===== src/rtl/sbt_pkg.sv =====
// Shared types, codes and helpers of the simplex basis tracker.
`default_nettype none
package sbt_pkg;

  localparam int IDX_W      = 11;
  localparam int MODE_W     = 2;
  localparam int STAT_W     = 2;
  localparam int DET_W      = 4;
  localparam int VER_W      = 32;
  localparam int CFG_IDX_W  = 2;
  localparam int CFG_DATA_W = 11;

  localparam logic [IDX_W-1:0] CNT_MAX = 11'd2047;

  localparam logic [MODE_W-1:0] MODE_BEGIN  = 2'd0;
  localparam logic [MODE_W-1:0] MODE_ADD    = 2'd1;
  localparam logic [MODE_W-1:0] MODE_COMMIT = 2'd2;
  localparam logic [MODE_W-1:0] MODE_PIVOT  = 2'd3;

  localparam logic [STAT_W-1:0] ST_OK      = 2'd0;
  localparam logic [STAT_W-1:0] ST_INVALID = 2'd1;
  localparam logic [STAT_W-1:0] ST_INCONS  = 2'd2;

  localparam logic [DET_W-1:0] DET_NONE        = 4'd0;
  localparam logic [DET_W-1:0] DET_ROWS_GT     = 4'd1;
  localparam logic [DET_W-1:0] DET_COUNT       = 4'd2;
  localparam logic [DET_W-1:0] DET_VAR_RANGE   = 4'd3;
  localparam logic [DET_W-1:0] DET_DUPLICATE   = 4'd4;
  localparam logic [DET_W-1:0] DET_INVALID     = 4'd5;
  localparam logic [DET_W-1:0] DET_ROW_RANGE   = 4'd6;
  localparam logic [DET_W-1:0] DET_COL_RANGE   = 4'd7;
  localparam logic [DET_W-1:0] DET_ENTER_BASIC = 4'd8;
  localparam logic [DET_W-1:0] DET_LEAVE_MAP   = 4'd9;
  localparam logic [DET_W-1:0] DET_NB_MAP      = 4'd10;

  localparam logic [CFG_IDX_W-1:0] CFG_ROW_COUNT    = 2'd0;
  localparam logic [CFG_IDX_W-1:0] CFG_COLUMN_COUNT = 2'd1;

  typedef struct packed {
    logic [MODE_W-1:0] mode;
    logic [IDX_W-1:0]  var_index;
    logic [IDX_W-1:0]  row_index;
    logic              var_bad;
    logic              row_bad;
  } cmd_t;

  typedef struct packed {
    logic             ok;
    logic [IDX_W-1:0] idx;
  } link_t;

  function automatic logic [STAT_W-1:0] status_of(logic [DET_W-1:0] det);
    logic [STAT_W-1:0] s;
    if (det == DET_NONE) begin
      s = ST_OK;
    end else if (det == DET_INVALID || det == DET_LEAVE_MAP || det == DET_NB_MAP) begin
      s = ST_INCONS;
    end else begin
      s = ST_INVALID;
    end
    return s;
  endfunction

endpackage
`default_nettype wire


===== src/rtl/sbt_if.sv =====
// Channel interfaces of the simplex basis tracker: items, results, configuration.
`default_nettype none
interface sbt_in_if;
  import sbt_pkg::*;
  logic              valid;
  logic              ready;
  logic [MODE_W-1:0] mode;
  logic [IDX_W-1:0]  var_index;
  logic [IDX_W-1:0]  row_index;
  modport source (output valid, mode, var_index, row_index, input ready);
  modport sink   (input valid, mode, var_index, row_index, output ready);
endinterface

`default_nettype wire


===== src/rtl/sbt_front.sv =====
// Front end: accepts items, classifies range errors and queues them for the core.
`default_nettype none
module sbt_front #(
  parameter int MAX_VARS = 1024
) (
  input  wire logic                 clk,
  input  wire logic                 rst_n,
  sbt_in_if.sink                    in_ch,
  input  wire logic [10:0]          row_count,
  input  wire logic [10:0]          column_count,
  input  wire logic                 init_done,
  input  wire logic                 pop,
  output sbt_pkg::cmd_t             head,
  output logic                      head_valid
);
  import sbt_pkg::*;

  cmd_t       q_mem [2];
  logic       wr_ptr_r, rd_ptr_r;
  logic [1:0] cnt_r, cnt_nxt;
  logic       push;
  cmd_t       cls;

  assign in_ch.ready = (cnt_r != 2'd2) && init_done;
  assign push        = in_ch.valid && in_ch.ready;
  assign head        = q_mem[rd_ptr_r];
  assign head_valid  = (cnt_r != 2'd0);

  always_comb begin
    cls.mode      = in_ch.mode;
    cls.var_index = in_ch.var_index;
    cls.row_index = in_ch.row_index;
    cls.var_bad   = (in_ch.var_index >= column_count) ||
                    (32'(in_ch.var_index) >= 32'(MAX_VARS));
    cls.row_bad   = (in_ch.row_index >= row_count) ||
                    (32'(in_ch.row_index) >= 32'(MAX_VARS));
  end

  always_comb begin
    cnt_nxt = cnt_r;
    if (push && !pop) begin
      cnt_nxt = cnt_r + 2'd1;
    end else if (pop && !push) begin
      cnt_nxt = cnt_r - 2'd1;
    end
  end

  always_ff @(posedge clk) begin
    if (push) begin
      q_mem[wr_ptr_r] <= cls;
    end
  end

  always_ff @(posedge clk) begin
    if (!rst_n) begin
      wr_ptr_r <= 1'b0;
      rd_ptr_r <= 1'b0;
      cnt_r    <= 2'd0;
    end else begin
      if (push) begin
        wr_ptr_r <= ~wr_ptr_r;
      end
      if (pop) begin
        rd_ptr_r <= ~rd_ptr_r;
      end
      cnt_r <= cnt_nxt;
    end
  end

endmodule
`default_nettype wire


===== src/flat_wrapper.sv =====
// flat-port wrapper written by rule: the top's interface ports become plain ports
module sbt_front_flat import sbt_pkg::*;
#(
  parameter int MAX_VARS = 1024
)
  (clk, rst_n, row_count, column_count, init_done, pop, head, head_valid, in_ch_valid, in_ch_mode, in_ch_var_index, in_ch_row_index, in_ch_ready);
  sbt_in_if in_ch_i ();
  input  wire logic clk;
  input  wire logic rst_n;
  input  wire logic [10:0] row_count;
  input  wire logic [10:0] column_count;
  input  wire logic init_done;
  input  wire logic pop;
  output sbt_pkg::cmd_t head;
  output logic head_valid;
  input wire logic [$bits(in_ch_i.valid)-1:0] in_ch_valid;
  input wire logic [$bits(in_ch_i.mode)-1:0] in_ch_mode;
  input wire logic [$bits(in_ch_i.var_index)-1:0] in_ch_var_index;
  input wire logic [$bits(in_ch_i.row_index)-1:0] in_ch_row_index;
  output wire logic [$bits(in_ch_i.ready)-1:0] in_ch_ready;
  assign in_ch_i.valid = in_ch_valid;
  assign in_ch_i.mode = in_ch_mode;
  assign in_ch_i.var_index = in_ch_var_index;
  assign in_ch_i.row_index = in_ch_row_index;
  assign in_ch_ready = in_ch_i.ready;
  sbt_front #(.MAX_VARS(MAX_VARS)) u_core (.clk(clk), .rst_n(rst_n), .in_ch(in_ch_i), .row_count(row_count), .column_count(column_count), .init_done(init_done), .pop(pop), .head(head), .head_valid(head_valid));
endmodule

===== config.mk =====
export PLATFORM = sky130hd
export DESIGN_NAME = sbt_front_flat
export DESIGN_NICKNAME = d
export VERILOG_FILES = /design/src/rtl/sbt_pkg.sv /design/src/rtl/sbt_if.sv /design/src/rtl/sbt_front.sv /design/src/flat_wrapper.sv
export SDC_FILE = /design/constraint.sdc
export NUM_CORES = 1
export LEC_CHECK = 0
export CAP_MARGIN = 30
export CORE_ASPECT_RATIO = 1.2
export CORE_MARGIN = 5
export CORE_UTILIZATION = 35
export DETAILED_ROUTE_END_ITERATION = 10
export DONT_BUFFER_PORTS = 1
export GPL_TIMING_DRIVEN = 0
export PLACE_DENSITY_LB_ADDON = 0.3
export SLEW_MARGIN = 20
export SYNTH_ARGS = -nofsm -noshare
export SYNTH_HDL_FRONTEND = slang
export SYNTH_SLANG_ARGS = --single-unit

===== constraint.sdc =====
create_clock -name clk -period 5.5 [get_ports clk]
set_clock_uncertainty 0.2 [all_clocks]
set_input_delay 0.275 -clock clk [delete_from_list [all_inputs] [get_ports clk]]
set_output_delay 0.275 -clock clk [all_outputs]
set_load 0.01 [all_outputs]

==> results_tabular.tex <==
\begin{tabular}{lr}
\hline
Metric & Value \\
\hline
\multicolumn{2}{l}{\textbf{Synth}} \\
\quad Syn nets & 251 \\
\quad Mapped cell area & $\sim$2600 um\^{}2 \\
\quad Flip-flop and latch count after synthesis & 57 \\
\quad Number of synthesis warnings & 0 \\
\quad Proportion of synthesized chip area in sequential cells & 0.6285 \\
\quad Unique cell type count in the Yosys netlist & 25 \\
\quad Per-instance average area after synthesis & 14.94 um\^{}2 \\
\quad Cells after Synth & 177 \\
\multicolumn{2}{l}{\textbf{Critical path}} \\
\quad WS Path Type & reg2reg \\
\quad Worst Path Max Fanout & 26 \\
\quad Crit-path max cell delay & 0.71 ns \\
\quad R2R Path End & u\_core.q\_mem[1][0]\$\_DFFE\_PP\_ \\
\quad Launch point of the critical path & u\_core.cnt\_r[0]\$\_SDFFE\_PN0P\_ \\
\quad Worst-path cell chain & inv\_1, a21boi\_0, and3\_2 \\
\quad Slowest CP cell & sky130\_fd\_sc\_hd\_\_and3\_2 \\
\quad Sort of element at the end of the critical path & flop \\
\quad Setup slack of the most critical reg-to-reg path & $\sim$3.3 ns \\
\quad R2R depth & 3 \\
\quad CP Capture Point & u\_core.q\_mem[1][0]\$\_DFFE\_PP\_ \\
\quad Critical Path AT & 1.93 ns \\
\quad Launching element type of the critical path & flop \\
\quad Required time worst endpoint & 5.25 ns \\
\quad Startpoint of the lowest-slack register-to-register path & u\_core.cnt\_r[0]\$\_SDFFE\_PN0P\_ \\
\multicolumn{2}{l}{\textbf{Clock network}} \\
\quad Number of gates resized after cts & 0 \\
\quad Clock slew seen by the registers of the worst setup and hold paths & 0.07 ns \\
\quad Num Clock Sinks & 57 \\
\quad Clock network latency to the later pin of the worst-skew pair & 0.32 ns \\
\quad H-tree lvl count & 3 \\
\quad Clock tree from TritonCTS & yes \\
\quad Number of buffers added by the clock tree synthesis step & 9 \\
\quad Maximum clock path buffer count & 2 \\
\quad Cell at the root of the clock tree & sky130\_fd\_sc\_hd\_\_clkbuf\_8 \\
\multicolumn{2}{l}{\textbf{Timing}} \\
\quad Achievable clock frequency & 0.4605 GHz \\
\quad Final Slew Violations & 0 \\
\quad Period utilization & 0.3948 \\
\quad Final Hold Viols & 0 \\
\quad Crit path time final & 2.171 ns \\
\quad Unrepaired setup endpoints after global routing & no \\
\quad Setup violation total in the final timing report & 0 \\
\quad Max transition margin & 0.5523 \\
\quad Setup TNS & 0 ns \\
\quad Measured slew at the worst slew-check pin & between 0.6 and 0.7 ns \\
\multicolumn{2}{l}{\textbf{Place}} \\
\quad Half-perimeter wire length of the detailed placement result & 3.698 mm \\
\quad \# port buffers & 0 \\
\quad Routability Congestion & 0.7058 \\
\quad Total cell area at the placement stage & 2793 um\^{}2 \\
\multicolumn{2}{l}{\textbf{Finish}} \\
\quad Share of cells above drive strength 1 & 0.2182 \\
\quad Final net count & 289 \\
\quad Leading cell types in the layout, fill and taps excluded & 52 x sky130\_fd\_sc\_hd\_\_edfxtp\_1, 26 x sky130\_fd\_sc\_hd\_\_inv\_1, 26 x sky130\_fd\_sc\_hd\_\_mux2\_2, 26 x sky130\_fd\_sc\_hd\_\_dlygate4sd3\_1, 23 x sky130\_fd\_sc\_hd\_\_ha\_1 \\
\quad Number of fillers in the final layout & 687 \\
\quad Sequential Area & 1662 um\^{}2 \\
\quad Post-route cell area & 3252 um\^{}2 \\
\quad Multi-input gate area & a little under 900 um\^{}2 \\
\quad Most common cell after layout, fill and taps aside & sky130\_fd\_sc\_hd\_\_edfxtp\_1 \\
\quad ANT cells & 0 \\
\quad Area added between synthesis and finish & 23.00\% \\
\multicolumn{2}{l}{\textbf{Drt}} \\
\quad Remaining number of nets flagged by the antenna check after routing & 0 \\
\quad First-iteration detailed-routing DRC count & 51 \\
\quad Routed wirelength normalized by instance count & about 17 um \\
\quad Routed vias & $\sim$1,500 \\
\quad Post-DR vias/cell & 4.823 \\
\quad Final Routed Wirelength & 5.201 mm \\
\quad DRC violations left & 0 \\
\quad Length of the first detailed-routing pass in iterations & 4 \\
\multicolumn{2}{l}{\textbf{GRT}} \\
\quad Overflow left after global routing & 0 \\
\quad Total global-route track usage & 0.1181 \\
\quad Maximum number of pins on one net before global-route repair & 27 \\
\quad Via count of the first global-routing pass & 1,664 \\
\quad First-pass GRT wire length & between 8 and 9 mm \\
\quad Initial antenna violation count & 0 \\
\multicolumn{2}{l}{\textbf{Job}} \\
\quad Max Cap Violations & 0 \\
\multicolumn{2}{l}{\textbf{Power}} \\
\quad Worst VDD drop & 169.1 uV \\
\quad Leakage power figure & about 1.3 nW \\
\quad Total power density per cell area & 314.9 nW/um\^{}2 \\
\multicolumn{2}{l}{\textbf{Floorplanning}} \\
\quad Number of top-level design ports & 79 \\
\quad Die extent in x & 89.34 um \\
\quad Area of the die & 9399 um\^{}2 \\
\quad Vertical extent of the die & 105.2 um \\
\quad Starting utilization of the core area & 0.3613 \\
\quad Row cnt & 34 \\
\quad Placeable Area & 7317 um\^{}2 \\
\multicolumn{2}{l}{\textbf{Status}} \\
\quad Outcome & finished clean \\
\multicolumn{2}{l}{\textbf{Worst hold path}} \\
\quad Worst hold path type & in2reg \\
\hline
\end{tabular}
==> how the worst min path moves through the flow <==
stage	start	cells past startpoint	endpoint	slack, ns
2_1_floorplan	in_ch_row_index[8]	0	u_core.q_mem[0][10]$_DFFE_PP_	0.17
3_3_place_gp	in_ch_var_index[0]	0	u_core.q_mem[0][13]$_DFFE_PP_	0.17
3_5_place_dp	in_ch_row_index[5]	0	u_core.q_mem[0][7]$_DFFE_PP_	0.17
4_1_cts	in_ch_row_index[10]	3	u_core.q_mem[0][0]$_DFFE_PP_	0.10
5_1_grt	in_ch_row_index[10]	3	u_core.q_mem[0][0]$_DFFE_PP_	0.12
6_report	in_ch_row_index[10]	3	u_core.q_mem[0][0]$_DFFE_PP_	0.12
==> layout make-up <==
type                       count  area share
multi-input combinational     91      0.2701
buffer                         3    0.004617
tap                           90     0.03463
inverter                      26     0.03001
timing repair buffer          27     0.08850
clock inverter                 3     0.01231
sequential                    57      0.5110
clock buffer                  13     0.04886
==> per-stage QoR <==
| stage | setup slack, ns | instances | hold WS, ns | util | total power [mW] |
|---|---|---|---|---|---|
| 2_1_floorplan | 3.223 | 177 | 0.1739 | - | 0.6028 |
| 3_3_place_gp | 2.353 | 267 | 0.1740 | 0.3767 | 0.6259 |
| 3_5_place_dp | 3.281 | 268 | 0.1740 | 0.3817 | 0.6328 |
| 4_1_cts | 3.249 | 310 | 0.1022 | 0.4444 | 1.041 |
| 5_1_grt | 3.208 | 310 | 0.1152 | 0.4444 | 1.080 |
| 6_report | 3.329 | 310 | 0.1159 | 0.4444 | 1.024 |
==> cells by family (layout without fill, tap and decap cells) <==
logic type / Yosys count / count (layout) / share of synthesized area
buffers and inverters: 29 / 72 / 0.04259
AO/OA/AOI/OAI: 21 / 21 / 0.05868
flip-flops: 57 / 57 / 0.6285
AND/OR/NAND/NOR: 18 / 18 / 0.04070
adder cells (fa/ha/maj): 23 / 23 / 0.1089
XOR/XNOR: 3 / 3 / 0.009940
multiplexers: 26 / 26 / 0.1107
==> worst max-delay path, delay by kind of cell, from the launching register on <==
family,cells,cell delay (ns)
AOI/OAI and AO/OA,1,0.39
buffers and inverters,1,0.08
DFF,1,0.40
and+or+nand+nor,1,0.71
==> power breakdown <==
part | switching [mW] | internal (mW)
Clock | 0.154 | 0.233
Combinational | 0.0693 | 0.0635
Sequential | 0.00722 | 0.498
==> cell usage after synthesis <==
master                      number  area (um^2)
sky130_fd_sc_hd__edfxtp_1       52         1562
sky130_fd_sc_hd__inv_1          26        97.59
sky130_fd_sc_hd__mux2_2         26        292.8
sky130_fd_sc_hd__ha_1           23        287.8
sky130_fd_sc_hd__nor2_1          7        26.28
sky130_fd_sc_hd__dfxtp_1         5        100.1
sky130_fd_sc_hd__a211oi_1        4        30.03
sky130_fd_sc_hd__and2_1          4        25.02
sky130_fd_sc_hd__buf_2           3        15.01
sky130_fd_sc_hd__o21ai_0         3        15.01
sky130_fd_sc_hd__a2111oi_1       2        20.02
sky130_fd_sc_hd__a211o_1         2        17.52
sky130_fd_sc_hd__a21boi_0        2        15.01
sky130_fd_sc_hd__a21o_1          2        15.01
sky130_fd_sc_hd__nand2b_4        2        27.53
sky130_fd_sc_hd__nand4_1         2        12.51
sky130_fd_sc_hd__o2111ai_1       2        17.52
sky130_fd_sc_hd__o21ai_1         2        10.01
sky130_fd_sc_hd__xor2_1          2        17.52
sky130_fd_sc_hd__and3_1          1        6.260
sky130_fd_sc_hd__nand2_1         1        3.750
sky130_fd_sc_hd__o211ai_1        1        7.510
sky130_fd_sc_hd__o21a_1          1        7.510
sky130_fd_sc_hd__or3_1           1        6.260
sky130_fd_sc_hd__xnor2_1         1        8.760
==> timing repair <==
item | 4_1_cts | 5_1_grt
hold buffers | 26 | 0
buffers inserted | 0 | 0
setup endpoints to repair | 0 | 0
endpoints found under the hold margin | 57 | 0
==> flip-flops by register name, indices dropped and copies added, names as in the netlist, named ones only <==
| register | count |
|---|---|
| u_core.q_mem | 52 |
| u_core.cnt_r | 2 |
| u_core.rd_ptr_r | 1 |
| u_core.wr_ptr_r | 1 |
==> per-layer routing <==
metal,part of all wire,GRT usage
met5,0,0
met4,0.020,0.05745
met3,0.053,0.03622
met2,0.56,0.2144
met1,0.37,0.1175
Note: power is estimated with default switching activity, not from simulation.
